File: config.mk
export PLATFORM = sky130hd
export DESIGN_NAME = touch_grid_key_qualifier_top_flat
export DESIGN_NICKNAME = d
export VERILOG_FILES = /design/src/rtl/tgkq_pkg.sv /design/src/rtl/tgkq_in_if.sv /design/src/rtl/tgkq_out_if.sv /design/src/rtl/tgkq_front.sv /design/src/rtl/tgkq_queue.sv /design/src/rtl/tgkq_back.sv /design/src/rtl/touch_grid_key_qualifier_top.sv /design/src/flat_wrapper.sv
export VERILOG_INCLUDE_DIRS = /design/src /design/src/rtl
export SDC_FILE = /design/constraint.sdc
export NUM_CORES = 1
export LEC_CHECK = 0
export ABC_CLOCK_PERIOD_IN_PS = 3700
export CAP_MARGIN = 20
export CORE_UTILIZATION = 65
export DETAILED_ROUTE_END_ITERATION = 7
export DONT_BUFFER_PORTS = 1
export MAX_ROUTING_LAYER = met4
export PLACE_DENSITY = 0.92
export SLEW_MARGIN = 20
export SYNTH_ARGS = -nofsm -noshare
export SYNTH_HDL_FRONTEND = slang
export SYNTH_HIERARCHICAL = 1
export SYNTH_SLANG_ARGS = --single-unit
File: constraint.sdc
create_clock -name i_clk -period 3.7 [get_ports i_clk]
set_input_delay 0.37 -clock i_clk [delete_from_list [all_inputs] [get_ports i_clk]]
set_output_delay 0.37 -clock i_clk [all_outputs]
set_load 0.02 [all_outputs]
File: src/rtl/touch_grid_key_qualifier_top_macros.svh
// Assertion helpers shared by the key qualifier modules.
`ifndef TOUCH_GRID_KEY_QUALIFIER_TOP_MACROS_SVH
`define TOUCH_GRID_KEY_QUALIFIER_TOP_MACROS_SVH

// The consequent must hold in the same cycle as the antecedent.
`define TGKQ_ASSERT_NOW(lbl, clk, rst_n, ante, cons, msg) \
    lbl: assert property (@(posedge clk) disable iff (!(rst_n)) (ante) |-> (cons)) \
        else $error(msg);

// The consequent must hold in the cycle after the antecedent.
`define TGKQ_ASSERT_NEXT(lbl, clk, rst_n, ante, cons, msg) \
    lbl: assert property (@(posedge clk) disable iff (!(rst_n)) (ante) |=> (cons)) \
        else $error(msg);

`endif

File: src/rtl/tgkq_pkg.sv
package tgkq_pkg;

    // Field widths.
    localparam int SAMPLE_W = 12;
    localparam int KEY_W    = 4;
    localparam int HOLD_W   = 8;
    localparam int BAND_W   = 2;
    localparam int REG_IDX_W = 3;
    localparam int PADDR_W  = 5;
    localparam int PDATA_W  = 32;

    typedef logic [SAMPLE_W-1:0] t_sample;
    typedef logic [KEY_W-1:0]    t_key;
    typedef logic [HOLD_W-1:0]   t_hold;
    typedef logic [BAND_W-1:0]   t_band;
    typedef logic [REG_IDX_W-1:0] t_reg_idx;

    // Edge thresholds for both axes.
    typedef struct packed {
        t_sample x_low;
        t_sample x_mid;
        t_sample x_high;
        t_sample y_low;
        t_sample y_mid;
        t_sample y_high;
    } t_edges;

    // Register indexes.
    localparam t_reg_idx REG_X_LOW  = 3'd0;
    localparam t_reg_idx REG_X_MID  = 3'd1;
    localparam t_reg_idx REG_X_HIGH = 3'd2;
    localparam t_reg_idx REG_Y_LOW  = 3'd3;
    localparam t_reg_idx REG_Y_MID  = 3'd4;
    localparam t_reg_idx REG_Y_HIGH = 3'd5;
    localparam t_reg_idx REG_FAST   = 3'd6;

    // Reset values of the registers.
    localparam t_sample RST_X_LOW  = 12'd220;
    localparam t_sample RST_X_MID  = 12'd1040;
    localparam t_sample RST_X_HIGH = 12'd2020;
    localparam t_sample RST_Y_LOW  = 12'd220;
    localparam t_sample RST_Y_MID  = 12'd1020;
    localparam t_sample RST_Y_HIGH = 12'd2020;

    // Hold limits before auto-repeat and the counter ceiling.
    localparam t_hold HOLD_FAST = 8'd15;
    localparam t_hold HOLD_SLOW = 8'd25;
    localparam t_hold HOLD_MAX  = 8'd255;

    localparam t_key  NO_KEY    = 4'd0;
    localparam t_band BAND_NONE = 2'd0;
    localparam t_band BAND_ONE  = 2'd1;
    localparam t_band BAND_TWO  = 2'd2;
    localparam t_band BAND_THREE = 2'd3;
    localparam t_key  ROWS_PER_COL = 4'd3;

    // Default depth of the queue between classifier and qualifier.
    localparam int QUEUE_DEPTH_DEF = 4;

endpackage

File: src/rtl/tgkq_in_if.sv
interface tgkq_in_if;
    import tgkq_pkg::*;

    logic    valid;
    logic    ready;
    t_sample x_sample;
    t_sample y_sample;

    modport source (output valid, output x_sample, output y_sample, input ready);
    modport sink (input valid, input x_sample, input y_sample, output ready);
endinterface

File: src/rtl/tgkq_out_if.sv
interface tgkq_out_if;
    import tgkq_pkg::*;

    logic valid;
    logic ready;
    t_key key_code;

    modport source (output valid, output key_code, input ready);
    modport sink (input valid, input key_code, output ready);
endinterface

File: src/rtl/tgkq_front.sv
module tgkq_front (
    tgkq_in_if.sink          i_in,
    input  tgkq_pkg::t_edges i_edges,
    input  logic             i_full,
    output logic             o_push,
    output tgkq_pkg::t_key   o_push_key
);
    import tgkq_pkg::*;

    // Place one axis reading into band 1..3, or none below the low edge.
    function automatic t_band axis_band(t_sample v, t_sample lo, t_sample mid, t_sample hi);
        t_band b;
        if (v >= lo && v < mid) begin
            b = BAND_ONE;
        end else if (v >= mid && v < hi) begin
            b = BAND_TWO;
        end else if (v >= hi) begin
            b = BAND_THREE;
        end else begin
            b = BAND_NONE;
        end
        return b;
    endfunction

    t_band col;
    t_band row;
    t_key  key;

    // Classify the sample pair into a grid cell.
    always_comb begin
        col = axis_band(i_in.x_sample, i_edges.x_low, i_edges.x_mid, i_edges.x_high);
        row = axis_band(i_in.y_sample, i_edges.y_low, i_edges.y_mid, i_edges.y_high);
        if (col != BAND_NONE && row != BAND_NONE) begin
            key = t_key'((t_key'(col) - t_key'(1)) * ROWS_PER_COL) + t_key'(row);
        end else begin
            key = NO_KEY;
        end
    end

    // A word is taken whenever the queue has room.
    assign i_in.ready = !i_full;
    assign o_push     = i_in.valid && !i_full;
    assign o_push_key = key;

endmodule

File: src/rtl/tgkq_queue.sv
`include "touch_grid_key_qualifier_top_macros.svh"

module tgkq_queue #(
    parameter int DEPTH = tgkq_pkg::QUEUE_DEPTH_DEF
) (
    input  logic           i_clk,
    input  logic           i_rst_n,
    input  logic           i_push,
    input  tgkq_pkg::t_key i_push_key,
    output logic           o_full,
    input  logic           i_pop,
    output tgkq_pkg::t_key o_pop_key,
    output logic           o_empty
);
    import tgkq_pkg::*;

    localparam int PTR_W = (DEPTH > 1) ? $clog2(DEPTH) : 1;
    localparam int CNT_W = $clog2(DEPTH + 1);
    localparam logic [PTR_W-1:0] PTR_LAST = PTR_W'(DEPTH - 1);
    localparam logic [CNT_W-1:0] CNT_FULL = CNT_W'(DEPTH);

    t_key             r_slot [DEPTH];
    logic [PTR_W-1:0] r_wr_ptr;
    logic [PTR_W-1:0] r_rd_ptr;
    logic [CNT_W-1:0] r_count;
    logic [CNT_W-1:0] n_count;

    assign o_full    = (r_count == CNT_FULL);
    assign o_empty   = (r_count == '0);
    assign o_pop_key = r_slot[r_rd_ptr];

    // Occupancy follows pushes and pops.
    always_comb begin
        n_count = r_count;
        if (i_push && !i_pop) begin
            n_count = r_count + CNT_W'(1);
        end else if (!i_push && i_pop) begin
            n_count = r_count - CNT_W'(1);
        end
    end

    // Pointers wrap at the last slot.
    always_ff @(posedge i_clk) begin
        if (!i_rst_n) begin
            r_wr_ptr <= '0;
            r_rd_ptr <= '0;
            r_count  <= '0;
        end else begin
            r_count <= n_count;
            if (i_push) begin
                r_wr_ptr <= (r_wr_ptr == PTR_LAST) ? '0 : r_wr_ptr + PTR_W'(1);
            end
            if (i_pop) begin
                r_rd_ptr <= (r_rd_ptr == PTR_LAST) ? '0 : r_rd_ptr + PTR_W'(1);
            end
        end
    end

    // Slot storage.
    always_ff @(posedge i_clk) begin
        if (i_push) begin
            r_slot[r_wr_ptr] <= i_push_key;
        end
    end

    `TGKQ_ASSERT_NOW(a_count_bound, i_clk, i_rst_n, 1'b1, r_count <= CNT_FULL, "queue overfilled")
    `TGKQ_ASSERT_NOW(a_no_pop_empty, i_clk, i_rst_n, i_pop, r_count != '0, "pop from empty queue")
    `TGKQ_ASSERT_NEXT(a_push_counts, i_clk, i_rst_n, i_push && !i_pop, r_count == $past(r_count) + CNT_W'(1), "push not counted")

endmodule

File: src/rtl/tgkq_back.sv
`include "touch_grid_key_qualifier_top_macros.svh"

module tgkq_back (
    input  logic            i_clk,
    input  logic            i_rst_n,
    input  logic            i_fast_mode,
    input  logic            i_empty,
    input  tgkq_pkg::t_key  i_key,
    output logic            o_pop,
    tgkq_out_if.source      o_out
);
    import tgkq_pkg::*;

    t_key  r_prev_key;
    t_hold r_hold_count;
    logic  r_out_valid;
    t_key  r_out_key;

    t_key  n_prev_key;
    t_hold n_hold_count;
    t_key  n_result;
    t_hold limit;
    logic  pop;

    assign limit = i_fast_mode ? HOLD_FAST : HOLD_SLOW;

    // Qualify the key against the last one and the hold counter.
    always_comb begin
        n_prev_key   = r_prev_key;
        n_hold_count = r_hold_count;
        n_result     = NO_KEY;
        if (i_key == NO_KEY) begin
            n_hold_count = '0;
        end else if (i_key != r_prev_key) begin
            n_prev_key   = i_key;
            n_hold_count = '0;
        end else begin
            if (r_hold_count != HOLD_MAX) begin
                n_hold_count = r_hold_count + t_hold'(1);
            end
            if (n_hold_count == t_hold'(1) || n_hold_count > limit) begin
                n_result = i_key;
            end
        end
    end

    // A word leaves the queue when the output register is free or being emptied.
    assign pop   = !i_empty && (!r_out_valid || o_out.ready);
    assign o_pop = pop;

    always_ff @(posedge i_clk) begin
        if (!i_rst_n) begin
            r_prev_key   <= NO_KEY;
            r_hold_count <= '0;
            r_out_valid  <= 1'b0;
        end else begin
            if (pop) begin
                r_prev_key   <= n_prev_key;
                r_hold_count <= n_hold_count;
                r_out_valid  <= 1'b1;
            end else if (o_out.ready) begin
                r_out_valid  <= 1'b0;
            end
        end
    end

    // Result register.
    always_ff @(posedge i_clk) begin
        if (pop) begin
            r_out_key <= n_result;
        end
    end

    assign o_out.valid    = r_out_valid;
    assign o_out.key_code = r_out_key;

    `TGKQ_ASSERT_NOW(a_out_is_prev, i_clk, i_rst_n,
        r_out_valid && r_out_key != NO_KEY, r_out_key == r_prev_key,
        "reported key differs from held key")
    `TGKQ_ASSERT_NOW(a_hold_needs_key, i_clk, i_rst_n,
        r_hold_count != '0, r_prev_key != NO_KEY, "hold count without key")
    `TGKQ_ASSERT_NEXT(a_release_clears, i_clk, i_rst_n,
        pop && i_key == NO_KEY, r_hold_count == '0 && r_out_key == NO_KEY,
        "release did not clear hold")

endmodule

File: src/rtl/touch_grid_key_qualifier_top.sv
// Touch grid key qualifier: one sample pair in, one key code out per pair.
// Each pair is queued, then moved into the output register when that register is free.
// Throughput: one pair per cycle while not full; queue and output reg decouple the sides.
// Reset (synchronous, active low) restores the edge and mode registers to their defaults,
// clears the held key, the hold counter, the queue and the output valid.
module touch_grid_key_qualifier_top #(
    parameter int QUEUE_DEPTH = tgkq_pkg::QUEUE_DEPTH_DEF
) (
    input  logic                          i_clk,
    input  logic                          i_rst_n,
    tgkq_in_if.sink                       i_in,
    tgkq_out_if.source                    o_out,
    input  logic                          psel,
    input  logic                          penable,
    input  logic                          pwrite,
    input  logic [tgkq_pkg::PADDR_W-1:0]  paddr,
    input  logic [tgkq_pkg::PDATA_W-1:0]  pwdata,
    output logic [tgkq_pkg::PDATA_W-1:0]  prdata,
    output logic                          pready
);
    import tgkq_pkg::*;

    t_edges   r_edges;
    logic     r_fast_mode;
    logic     wr_en;
    t_reg_idx reg_idx;
    t_sample  wr_val;

    logic     push;
    t_key     push_key;
    logic     full;
    logic     pop;
    t_key     pop_key;
    logic     empty;

    // Register port decode.
    assign pready  = 1'b1;
    assign wr_en   = psel && penable && pwrite;
    assign reg_idx = paddr[PADDR_W-1:2];
    assign wr_val  = pwdata[SAMPLE_W-1:0];

    always_ff @(posedge i_clk) begin
        if (!i_rst_n) begin
            r_edges.x_low  <= RST_X_LOW;
            r_edges.x_mid  <= RST_X_MID;
            r_edges.x_high <= RST_X_HIGH;
            r_edges.y_low  <= RST_Y_LOW;
            r_edges.y_mid  <= RST_Y_MID;
            r_edges.y_high <= RST_Y_HIGH;
            r_fast_mode    <= 1'b0;
        end else if (wr_en) begin
            case (reg_idx)
                REG_X_LOW: begin
                    r_edges.x_low <= wr_val;
                end
                REG_X_MID: begin
                    r_edges.x_mid <= wr_val;
                end
                REG_X_HIGH: begin
                    r_edges.x_high <= wr_val;
                end
                REG_Y_LOW: begin
                    r_edges.y_low <= wr_val;
                end
                REG_Y_MID: begin
                    r_edges.y_mid <= wr_val;
                end
                REG_Y_HIGH: begin
                    r_edges.y_high <= wr_val;
                end
                REG_FAST: begin
                    r_fast_mode <= pwdata[0];
                end
                default: begin
                end
            endcase
        end
    end

    // Register readback.
    always_comb begin
        case (reg_idx)
            REG_X_LOW:  prdata = PDATA_W'(r_edges.x_low);
            REG_X_MID:  prdata = PDATA_W'(r_edges.x_mid);
            REG_X_HIGH: prdata = PDATA_W'(r_edges.x_high);
            REG_Y_LOW:  prdata = PDATA_W'(r_edges.y_low);
            REG_Y_MID:  prdata = PDATA_W'(r_edges.y_mid);
            REG_Y_HIGH: prdata = PDATA_W'(r_edges.y_high);
            REG_FAST:   prdata = PDATA_W'(r_fast_mode);
            default:    prdata = '0;
        endcase
    end

    // Classifier front end.
    tgkq_front u_front (
        .i_in       (i_in),
        .i_edges    (r_edges),
        .i_full     (full),
        .o_push     (push),
        .o_push_key (push_key)
    );

    // Queue between classifier and qualifier.
    tgkq_queue #(
        .DEPTH (QUEUE_DEPTH)
    ) u_queue (
        .i_clk      (i_clk),
        .i_rst_n    (i_rst_n),
        .i_push     (push),
        .i_push_key (push_key),
        .o_full     (full),
        .i_pop      (pop),
        .o_pop_key  (pop_key),
        .o_empty    (empty)
    );

    // Hold and repeat qualifier back end.
    tgkq_back u_back (
        .i_clk       (i_clk),
        .i_rst_n     (i_rst_n),
        .i_fast_mode (r_fast_mode),
        .i_empty     (empty),
        .i_key       (pop_key),
        .o_pop       (pop),
        .o_out       (o_out)
    );

endmodule

File: src/flat_wrapper.sv
// flat-port wrapper written by rule: the top's interface ports become plain ports
module touch_grid_key_qualifier_top_flat import tgkq_pkg::*;
#(
    parameter int QUEUE_DEPTH = tgkq_pkg::QUEUE_DEPTH_DEF
)
  (i_clk, i_rst_n, psel, penable, pwrite, paddr, pwdata, prdata, pready, i_in_valid, i_in_x_sample, i_in_y_sample, i_in_ready, o_out_valid, o_out_key_code, o_out_ready);
  tgkq_in_if i_in_i ();
  tgkq_out_if o_out_i ();
  input  logic i_clk;
  input  logic i_rst_n;
  input  logic psel;
  input  logic penable;
  input  logic pwrite;
  input  logic [tgkq_pkg::PADDR_W-1:0] paddr;
  input  logic [tgkq_pkg::PDATA_W-1:0] pwdata;
  output logic [tgkq_pkg::PDATA_W-1:0] prdata;
  output logic pready;
  input wire logic [$bits(i_in_i.valid)-1:0] i_in_valid;
  input wire logic [$bits(i_in_i.x_sample)-1:0] i_in_x_sample;
  input wire logic [$bits(i_in_i.y_sample)-1:0] i_in_y_sample;
  output wire logic [$bits(i_in_i.ready)-1:0] i_in_ready;
  output wire logic [$bits(o_out_i.valid)-1:0] o_out_valid;
  output wire logic [$bits(o_out_i.key_code)-1:0] o_out_key_code;
  input wire logic [$bits(o_out_i.ready)-1:0] o_out_ready;
  assign i_in_i.valid = i_in_valid;
  assign i_in_i.x_sample = i_in_x_sample;
  assign i_in_i.y_sample = i_in_y_sample;
  assign i_in_ready = i_in_i.ready;
  assign o_out_valid = o_out_i.valid;
  assign o_out_key_code = o_out_i.key_code;
  assign o_out_i.ready = o_out_ready;
  touch_grid_key_qualifier_top #(.QUEUE_DEPTH(QUEUE_DEPTH)) u_core (.i_clk(i_clk), .i_rst_n(i_rst_n), .i_in(i_in_i), .o_out(o_out_i), .psel(psel), .penable(penable), .pwrite(pwrite), .paddr(paddr), .pwdata(pwdata), .prdata(prdata), .pready(pready));
endmodule
==> impl_metrics.env, run 1 <==
export IMPL_run_status="finished clean"
export IMPL_hold_viol=0
export IMPL_post_cts_resize_count=0
export IMPL_crit_fanout=4
export IMPL_r2r_cells=12
export IMPL_p_sw_mw=1.17
export IMPL_root_buffer="clkbuf_16"
export IMPL_criticalPathCategory="reg2reg"
export IMPL_hp_class="in2reg"
export IMPL_cp_arrival_ns=3.69
export IMPL_antenna_found_initial=0
export IMPL_dieArea_um2=12300
export IMPL_power_share_clock_pct=41.2
export IMPL_p_leak_nw=3.74
export IMPL_clk_pin_slew_worst_paths_ns=0.05
export IMPL_cp_required_ns=3.92
export IMPL_cts_tree="built"
export IMPL_cts_sinks=115
export IMPL_num_io_pins=107
export IMPL_numCtsBuffers=17
export IMPL_relSlewSlack_pct=28.4
export IMPL_detail_route_wl_per_cell_um=19.6
export IMPL_first_global_vias=6440
export IMPL_cp_end_kind="register"
export IMPL_setup_tns_ns=0
export IMPL_grt_max_degree=117
export IMPL_tightest_slew_ns=1.07
export IMPL_postCtsSetupRepairBufs=0
export IMPL_nets=973
export IMPL_cts_hold_buf=0
export IMPL_period_share_pct=93.8
export IMPL_start_util_pct=67.0
export IMPL_hp_start="pwdata[2]"
export IMPL_max_freq_mhz=288
export IMPL_p_total_mw=3.97
export IMPL_dpl_hpwl_um=13400
export IMPL_drtIter0Drc=525
export IMPL_synth_distinct_cells=74
export IMPL_ys_top_cells_by_area="dfxtp_1 25%, ha_1 14%, mux2i_1 11%"
export IMPL_async_reset_ff_share_pct=0
export IMPL_p_seq_share_pct=38.4
export IMPL_p_int_mw=2.80
export IMPL_dieWidth_um=111
export IMPL_gr_usage_all_layers_pct=32.8
export IMPL_fin_util_pct=71.7
export IMPL_die_h_um=111
export IMPL_port_buffers=0
export IMPL_synth_cell_area_um2=7680
export IMPL_drv_cap=0
export IMPL_p_comb_share_pct=20.4
export IMPL_powerDensity_nw_per_um2=482
export IMPL_switching_share_pct=29.4
export IMPL_ant_nets=0
export IMPL_vdd_drop_max_mv=0.613
export IMPL_drtPass1Iterations=5
export IMPL_grt_pass1_wl_um=30800
export IMPL_drt_total_wl_um=19100
export IMPL_num_antenna_cells=0
export IMPL_vias_per_cell=6.40
export IMPL_area_delta_synth_final_pct=7.05
export IMPL_cts_max_level=4
export IMPL_layout_min_cycle_time_ns=3.47
export IMPL_crit_reg2reg_launch="u_core/r_edges[43]"
export IMPL_gp_congestion=0.891
export IMPL_synth_top_area_share_pct=24.8
export IMPL_synth_top_area_cell="dfxtp_1"
export IMPL_clockBufferDepth=2
export IMPL_whs_path_depth=2
export IMPL_rsz0062_at_grt="no"
export IMPL_fp_coreArea_um2=11500
export IMPL_syn_inst=834
export IMPL_final_setup_skew_ns=0.00817
export IMPL_grt_overflow=0
export IMPL_cp_startpoint="u_core/r_edges[43]"
export IMPL_yosysWarnings=6
export IMPL_start_kind="register"
export IMPL_setup_viol=0
export IMPL_route_vias_total=6241
export IMPL_drc=0
export IMPL_ys_seq_elements=115
export IMPL_clk_latency_ns=0.41
export IMPL_syn_area_per_cell_um2=9.21
export IMPL_num_rows=39
export IMPL_drv_slew=0
export IMPL_yosysSeqAreaShare_pct=32.6
export IMPL_ys_flop_type="dfxtp_1"
export IMPL_drive_gt1_share_pct=7.45
export IMPL_synth_enable_flop_cells=20
## power groups by stage
stage	clock network, mW	registers (mW)	logic, mW
floorplan	0	1.52	0.674
global placement	0	1.54	0.731
detailed placement	0	1.54	0.770
CTS	1.64	1.52	0.792
global route	1.69	1.54	0.889
finish	1.63	1.52	0.810
## through the flow
stage	hold slack [ns]	instances	area, um2	setup WS (ns)
4_1_cts	0.0439	975	8210	0.184
3_3_place_gp	0.457	943	7630	0.254
6_report	0.102	975	8220	0.230
2_1_floorplan	0.444	853	7750	0.494
3_5_place_dp	0.467	943	7630	0.179
5_1_grt	0.0655	975	8220	0.0598
## cell usage after synthesis, types with 3 or more instances
cell type,number
a211o_1,3
mux2i_1,82
o221ai_1,4
nor3_1,8
a221o_1,6
and3_1,3
mux2_2,11
o21ai_0,29
buf_2,9
clkbuf_1,19
buf_4,26
xor2_1,6
a21oi_1,37
nor3b_1,5
nand2b_1,10
nand4_1,17
nor2_1,12
dfxtp_1,95
and4_1,3
inv_1,95
nand2_1,84
o22ai_1,4
and2_1,7
o211ai_1,13
a22oi_1,4
nor2b_1,45
nand3_1,22
xnor2_1,3
ha_1,84
o32ai_1,7
edfxtp_1,20
a21o_1,5
mux4_2,3
## registers in the layout, summed over array words and instances (netlist names), named ones only
| register | flops |
|---|---|
| u_core/u_back/r_hold_count | 8 |
| u_core/u_back/o_out.key_code | 4 |
| u_core/u_queue/r_slot | 16 |
| u_core/u_queue/r_rd_ptr | 2 |
| u_core/u_back/r_prev_key | 4 |
| u_core/u_queue/r_wr_ptr | 2 |
| u_core/u_back/o_out.valid | 1 |
| u_core/r_fast_mode | 1 |
| u_core/r_edges | 72 |
| u_core/u_queue/r_count | 3 |
## final timing paths
| check | to | slack [ns] |
|---|---|---|
| max reg2reg | u_core/u_queue/r_slot[1][2] | 0.23 |
| min | u_core/r_edges[50] | 0.10 |
| max | u_core/u_queue/r_slot[1][2] | 0.23 |
| min reg2reg | u_core/r_edges[37] | 0.47 |
## metal layers
metal | vias up | wire, um | global-route usage (%)
met3 | 83 | 1300 | 7.33
met2 | 310 | 9830 | 57.1
met1 | 2955 | 7100 | 34.2
met4 | 0 | 907 | 18.5
met5 | - | 0 | -
li1 | 2893 | - | -
## kinds of logic (layout without fill, tap and decap cells)
logic type / after synthesis / in the layout / share of synthesized area, %
AOI/OAI and AO/OA: 140 / 140 / 13.1
adders and majority gates: 86 / 86 / 14.2
buffers and inverters: 151 / 130 / 8.89
other: 2 / 21 / 0.0978
xor gates and xnor gates: 9 / 9 / 1.03
DFF: 115 / 115 / 32.6
and+or+nand+nor: 232 / 232 / 16.0
muxes: 99 / 99 / 14.1
## cell usage in the layout (no fill, tap or decap), types with 4 or more instances in the layout
master	n
nand2b_1	10
nor3b_1	5
mux2_2	11
and2_1	7
conb_1	21
dfxtp_1	95
a221o_1	6
xor2_1	6
nor3_1	6
o21ai_0	29
nand3_1	22
o221ai_1	4
ha_1	84
mux2i_1	82
a21oi_1	37
nand4_1	17
nand2_1	84
o32ai_1	7
clkbuf_16	17
o22ai_1	4
a22oi_1	4
inv_1	95
nor2b_1	45
edfxtp_1	20
nor2_1	12
a21o_1	5
o211ai_1	13
## area by class of cell
cell class	instances	area, um2
clock inverter	11	135
inverter	95	357
timing repair buffer	3	22.5
fill	773	3240
tap	143	179
sequential	115	2500
multi-input combinational	587	4580
clock buffer	21	450
## critical path: stages (launching register included)
cell and delay, ns:
dfxtp_1 0.38, inv_1 0.06, ha_1 0.28, a21oi_1 0.15, o21ai_0 0.12, a221oi_1 0.53
nand3_1 0.37, a2bb2oi_2 0.23, xor2_1 0.15, ha_1 0.19, inv_1 0.07, fa_1 0.43
nor3_2 0.30
Note: power is estimated with default switching activity, not from simulation.
==> run 2: changes to the inputs <==
ABC_AREA = 1   (was not set)
==> run 2 against run 1 <==
Effect of this change:
- register-to-register slack improved by 0.59 ns
- routed wire length is 11% higher
- first-iteration DRC count is 85% higher
- count of clock-buffer cells in the layout decreased by 3
- synthesized area rose by 6.6%
- the run now ends with design-rule violations left
- power is 11% higher
- critical endpoint unchanged
- sequential power about the same
- maximum frequency is 20% higher
- setup slack improved by 0.59 ns
- flip-flop and latch count unchanged
==> impl_metrics.env, run 2 <==
export IMPL_p_sw_mw=1.37
export IMPL_drv_slew=0
export IMPL_synth_top_area_share_pct=23.2
export IMPL_ant_nets=0
export IMPL_period_share_pct=77.9
export IMPL_max_stage_delay_ns=0.43
export IMPL_drt_total_wl_um=21300
export IMPL_ys_flop_type="dfxtp_1"
export IMPL_clockBufferDepth=2
export IMPL_num_io_pins=107
export IMPL_drv_cap=0
export IMPL_r2r_slack_ns=0.82
export IMPL_final_setup_skew_ns=0.00651
export IMPL_start_util_pct=67.3
export IMPL_drive_gt1_share_pct=7.39
export IMPL_yosysSeqAreaShare_pct=30.6
export IMPL_ys_seq_elements=115
export IMPL_powerDensity_nw_per_um2=499
export IMPL_cts_sinks=115
export IMPL_violations="design-rule violations"
export IMPL_top_regs="u_core/r_edges x72, u_core/u_queue/r_slot x16, u_core/u_back/r_hold_count x8"
export IMPL_vdd_drop_max_mv=0.350
export IMPL_crit_reg2reg_launch="u_core/r_edges[11]"
export IMPL_layout_commonest_cell="nand2_1"
export IMPL_syn_area_per_cell_um2=6.71
export IMPL_max_freq_mhz=347
export IMPL_drtIter0Drc=972
export IMPL_p_seq_share_pct=35.3
export IMPL_cp_end_kind="register"
export IMPL_slowest_stage="fa_1"
export IMPL_cts_tree="built"
export IMPL_p_leak_nw=4.62
export IMPL_switching_share_pct=31.3
export IMPL_grt_overflow=0
export IMPL_async_reset_ff_share_pct=0
export IMPL_clk_pin_slew_worst_paths_ns=0.06
export IMPL_numCtsBuffers=17
export IMPL_synth_commonest_cells="363 x nand2_1, 172 x inv_1, 153 x nor2_1"
export IMPL_cp_required_ns=3.92
export IMPL_post_cts_resize_count=0
export IMPL_tightest_slew_ns=0.913
export IMPL_cts_hold_buf=0
export IMPL_dpl_hpwl_um=14500
export IMPL_dieArea_um2=13100
export IMPL_synth_most_common_cell="nand2_1"
export IMPL_yosysWarnings=6
export IMPL_grt_pass1_wl_um=33800
export IMPL_drc=4
export IMPL_die_h_um=114
export IMPL_cts_max_level=4
export IMPL_layout_common_cells="363 x nand2_1, 172 x inv_1, 153 x nor2_1, 104 x nand3_1, 95 x dfxtp_1"
export IMPL_hold_viol=0
export IMPL_pre_cts_ws_ns=0.905
export IMPL_gp_congestion=0.876
export IMPL_crit_chain="inv_1 > ha_1 > nand2_1 > inv_1 > a21oi_2 > nand4_1 > nor2_1 > nor2_1 > nand2_1 > nand2_1 > ha_1 > inv_1 > fa_1 > nor2_1"
export IMPL_p_comb_share_pct=22.1
export IMPL_clk_latency_ns=0.41
export IMPL_largest_register="u_core/r_edges"
export IMPL_ys_top_cells_by_area="dfxtp_1 23%, nand2_1 17%, ha_1 13%"
export IMPL_cp_startpoint="u_core/r_edges[11]"
export IMPL_synth_cell_area_um2=8190
export IMPL_setup_viol=0
export IMPL_num_rows=40
export IMPL_synth_top_area_cell="dfxtp_1"
export IMPL_start_kind="register"
export IMPL_synth_enable_flop_cells=20
export IMPL_run_status="finished with violations"
export IMPL_criticalPathCategory="reg2reg"
export IMPL_fin_ws_ns=0.819
export IMPL_hp_class="in2reg"
export IMPL_setup_tns_ns=0
export IMPL_route_vias_total=7833
export IMPL_largest_register_ffs=72
export IMPL_syn_inst=1221
export IMPL_gr_usage_all_layers_pct=34.4
export IMPL_cp_arrival_ns=3.10
export IMPL_r2r_cells=14
export IMPL_p_int_mw=3.01
export IMPL_dieWidth_um=114
export IMPL_relSlewSlack_pct=38.9
export IMPL_postCtsSetupRepairBufs=0
export IMPL_drtPass1Iterations=8
export IMPL_layout_min_cycle_time_ns=2.88
export IMPL_r2r_end="u_core/u_queue/r_slot[1][2]"
export IMPL_num_antenna_cells=0
export IMPL_antenna_found_initial=0
export IMPL_vias_per_cell=5.65
export IMPL_fp_coreArea_um2=12200
export IMPL_power_share_clock_pct=42.6
export IMPL_detail_route_wl_per_cell_um=15.3
export IMPL_port_buffers=0
export IMPL_root_buffer="clkbuf_16"
export IMPL_first_global_vias=7358
export IMPL_rsz0062_at_grt="no"
export IMPL_grt_max_degree=80
export IMPL_crit_path_end="u_core/u_queue/r_slot[1][2]"
export IMPL_synth_distinct_cells=43
export IMPL_crit_fanout=4
export IMPL_nets=1359
export IMPL_area_delta_synth_final_pct=7.32
run 2: changes by cell type in the layout (fill, tap and decap cells not counted), moves of 45 or more:
| cell | previous run | this run |
|---|---|---|
| nor2_1 | 12 | 153 |
| nor2b_1 | 45 | 0 |
| nand2_1 | 84 | 363 |
| inv_1 | 95 | 172 |
| mux2i_1 | 82 | 0 |
| nand3_1 | 22 | 104 |
run 2: how the worst min path moves through the flow:
stage | depth (start not counted) | slack, ns | to | startpoint
floorplan | 2 | 0.45 | u_core/r_edges[52] | u_core/r_edges[52]
global placement | 2 | 0.46 | u_core/r_edges[14] | u_core/r_edges[14]
detailed placement | 2 | 0.47 | u_core/r_edges[41] | u_core/r_edges[41]
CTS | 1 | 0.05 | u_core/r_edges[7] | i_rst_n
global route | 1 | 0.06 | u_core/r_edges[42] | i_rst_n
finish | 1 | 0.07 | u_core/r_edges[16] | i_rst_n
run 2: per-layer routing:
| layer | share of wire [%] | vias to the layer above | GRT usage (%) |
|---|---|---|---|
| li1 | - | 3769 | - |
| met1 | 38 | 3520 | 36.7 |
| met2 | 48 | 441 | 59.2 |
| met3 | 8.1 | 103 | 6.41 |
| met4 | 5.2 | 0 | 20.8 |
| met5 | 0 | - | - |
run 2: per-stage QoR:
| step | instance area [um2] | utilization, % | power [mW] | cells | hold WS [ns] |
|---|---|---|---|---|---|
| after floorplan | 8260 | - | 2.34 | 1240 | 0.450 |
| after global placement | 8120 | 66.7 | 2.43 | 1354 | 0.465 |
| after detailed placement | 8120 | 66.7 | 2.48 | 1354 | 0.467 |
| after CTS | 8790 | 72.3 | 4.38 | 1386 | 0.0521 |
| after global routing | 8790 | 72.3 | 4.58 | 1386 | 0.0568 |
| final | 8790 | 72.3 | 4.39 | 1386 | 0.0669 |
run 2: final cells by class:
cell class	instances	area (um2)
multi-input cells	886	4700
fillers	908	3370
flip-flops and latches	115	2500
inverters	184	693
clock buffers	18	439
clock inverters	14	233
well taps	168	210
repair buffers	1	7.51
run 2: power groups by stage:
stage               clock, mW  combinational (mW)  sequential (mW)
global route             1.94                1.07             1.57
floorplan                   0               0.800             1.54
global placement            0               0.868             1.57
CTS                      1.88               0.953             1.55
detailed placement          0               0.914             1.57
finish                   1.87               0.970             1.55
run 2: cells by family after synthesis:
logic type | count (synthesis) | share of synthesized area [%]
and+or+nand+nor | 702 | 37.7
buffers and inverters | 239 | 12.9
DFF | 115 | 30.6
adders and majority gates | 86 | 13.3
AOI/OAI and AO/OA | 72 | 4.95
xor gates and xnor gates | 5 | 0.535
other | 2 | 0.0917
run 2: worst max-delay path: cells and delay by family, from the launching register on:
family | cells | cell delay (ns)
and+or+nand+nor | 7 | 1.04
DFF | 1 | 0.36
AOI/OAI and AO/OA | 1 | 0.20
buffers and inverters | 3 | 0.19
adders and majority gates | 3 | 0.89
==> run 3: changes to the inputs <==
ABC_AREA = 0   (was 1)
ABC_CLOCK_PERIOD_IN_PS = 2600   (was 3700)
CORE_UTILIZATION = 59   (was 65)
PLACE_DENSITY = 0.89   (was 0.92)
clock period = 2.6 ns   (was 3.7 ns; I/O delays follow)
==> run 3 against run 2 <==
Effect of this change:
- the run ends with negative setup slack left
- utilization is 1.7 points higher
- maximum frequency is 9.3% lower
- setup slack worse by 1.4 ns
- non-clock buffer count is 111 higher
- count of clock-buffer cells in the layout is 1 lower
- critical path type unchanged
- largest power group unchanged
==> impl_metrics.env, run 3 (same netlist as run 1, synthesis figures left out) <==
export IMPL_relSlewSlack_pct=21.8
export IMPL_route_vias_total=7057
export IMPL_rsz0062_at_grt="yes"
export IMPL_grt_max_degree=94
export IMPL_largest_register="u_core/r_edges"
export IMPL_final_setup_skew_ns=0.00687
export IMPL_met1_usage_pct=38.5
export IMPL_dp_cells=1070
export IMPL_start_kind="register"
export IMPL_dpl_hpwl_um=14800
export IMPL_powerDensity_nw_per_um2=659
export IMPL_cts_max_level=4
export IMPL_clk_latency_ns=0.43
export IMPL_drv_cap=0
export IMPL_layout_commonest_cell="buf_4"
export IMPL_run_status="finished with violations"
export IMPL_max_freq_mhz=315
export IMPL_drt_total_wl_um=23700
export IMPL_area_delta_synth_final_pct=22.0
export IMPL_num_io_pins=107
export IMPL_grtUsageMet3_pct=10.2
export IMPL_hold_viol=0
export IMPL_largest_register_ffs=72
export IMPL_period_share_pct=122
export IMPL_gp_congestion=0.989
export IMPL_die_h_um=116
export IMPL_cts_tree="built"
export IMPL_fp_coreArea_um2=12700
export IMPL_num_rows=41
export IMPL_dieWidth_um=116
export IMPL_vdd_drop_max_mv=0.525
export IMPL_n_fill_cell=789
export IMPL_setup_viol=16
export IMPL_cp_required_ns=2.77
export IMPL_layout_common_cells="104 x buf_4, 94 x inv_1, 86 x dfxtp_1, 84 x nand2_1, 82 x mux2i_1"
export IMPL_pre_cts_ws_ns=-0.688
export IMPL_clockBufferDepth=2
export IMPL_antenna_found_initial=0
export IMPL_grt_overflow=0
export IMPL_met2_usage_pct=60.7
export IMPL_dieArea_um2=13500
export IMPL_violations="negative setup slack"
export IMPL_numCtsBuffers=17
export IMPL_crit_fanout=4
export IMPL_first_global_vias=6989
export IMPL_p_leak_nw=4.33
export IMPL_fin_util_pct=73.9
export IMPL_vias_per_cell=6.34
export IMPL_detail_route_wl_per_cell_um=21.3
export IMPL_port_buffers=0
export IMPL_ant_nets=0
export IMPL_drv_slew=0
export IMPL_tightest_slew_ns=1.17
export IMPL_layout_min_cycle_time_ns=3.18
export IMPL_gr_usage_all_layers_pct=36.6
export IMPL_hold_ws_ns=0.00420
export IMPL_start_util_pct=60.6
export IMPL_hp_class="in2reg"
export IMPL_nets=1082
export IMPL_busiest_layer="met2"
export IMPL_top_regs="u_core/r_edges x72, u_core/u_queue/r_slot x16, u_core/u_back/r_hold_count x8"
export IMPL_cp_arrival_ns=3.35
export IMPL_num_antenna_cells=0
export IMPL_drive_gt1_share_pct=21.4
export IMPL_grt_pass1_wl_um=35400
export IMPL_drtPass1Iterations=6
export IMPL_fin_ws_ns=-0.578
export IMPL_drtIter0Drc=836
export IMPL_cts_sinks=115
export IMPL_criticalPathCategory="reg2reg"
export IMPL_root_buffer="clkbuf_16"
export IMPL_post_dp_cell_area_um2=8440
export IMPL_final_area_um2=9370
export IMPL_clk_pin_slew_worst_paths_ns=0.06
export IMPL_drc=0
export IMPL_stdcell_count=1113
export IMPL_cp_end_kind="register"
==> run 3: cell types whose count changed in the layout (fill, tap and decap cells not counted), moves of 11 or more <==
cell and change:
nand4_1 -14, mux2i_1 +82, o21ai_0 +11, buf_4 +103
mux2_2 +11, nand2_2 -11, nor2_1 -141, nand2_1 -279
nor2_2 -11, nand3_1 -82, o211ai_1 +13, inv_1 -78
nor2b_1 +45
==> run 3: per-layer routing <==
metal	vias up	share of wire, %
li1	3107	-
met1	3381	37
met2	430	49
met3	139	8.4
met4	0	6.5
met5	-	0
==> run 3: stage by stage <==
step	total power [mW]	TNS, ns
3_5_place_dp	3.38	-7.11
5_1_grt	6.36	-7.12
3_3_place_gp	3.31	-5.86
4_1_cts	6.05	-4.76
2_1_floorplan	3.14	-2.44
6_report	6.18	-5.93
==> run 3: where the power goes <==
part	internal [mW]	total [mW]	switching, mW
Sequential	2.00	2.18	0.176
Combinational	0.566	1.36	0.794
Clock	1.71	2.64	0.928
==> run 3: final timing paths <==
| check | from | end | slack (ns) | cells after the start |
|---|---|---|---|---|
| max | u_core/r_edges[63] | u_core/u_queue/r_slot[1][2] | -0.58 | 11 |
| min | pwdata[8] | u_core/r_edges[8] | 0.004 | 2 |
| max reg2reg | u_core/r_edges[63] | u_core/u_queue/r_slot[1][2] | -0.58 | 11 |
| min reg2reg | u_core/r_edges[51] | u_core/r_edges[51] | 0.52 | 2 |
==> run 3: timing repair <==
action | CTS | global route
endpoints found under the setup margin | 16 | 21
gates resized for setup | 20 | 20
pin swaps | 2 | 8
buffers inserted | 3 | 1
hold buffers | 5 | 2
hold endpoints to repair | 27 | 1
==> run 3: worst max-delay path, stage by stage (launching register included) <==
cell and delay (ns):
dfxtp_1 0.36, inv_1 0.08, ha_1 0.24, a2111oi_4 0.38, a2111oi_2 0.10, or4_4 0.60
a21oi_4 0.16, ha_2 0.20, ha_2 0.17, inv_2 0.04, fa_2 0.55, nor3_4 0.06
==> run 3: layout make-up <==
| type | instances | area [um2] | share of cell area [%] |
|---|---|---|---|
| multi-input cells | 587 | 4760 | 50.8 |
| flip-flops and latches | 115 | 2520 | 26.9 |
| repair buffers | 112 | 862 | 9.20 |
| clock buffers | 17 | 425 | 4.54 |
| inverters | 95 | 357 | 3.81 |
| clock inverters | 15 | 229 | 2.44 |
| well taps | 172 | 215 | 2.30 |
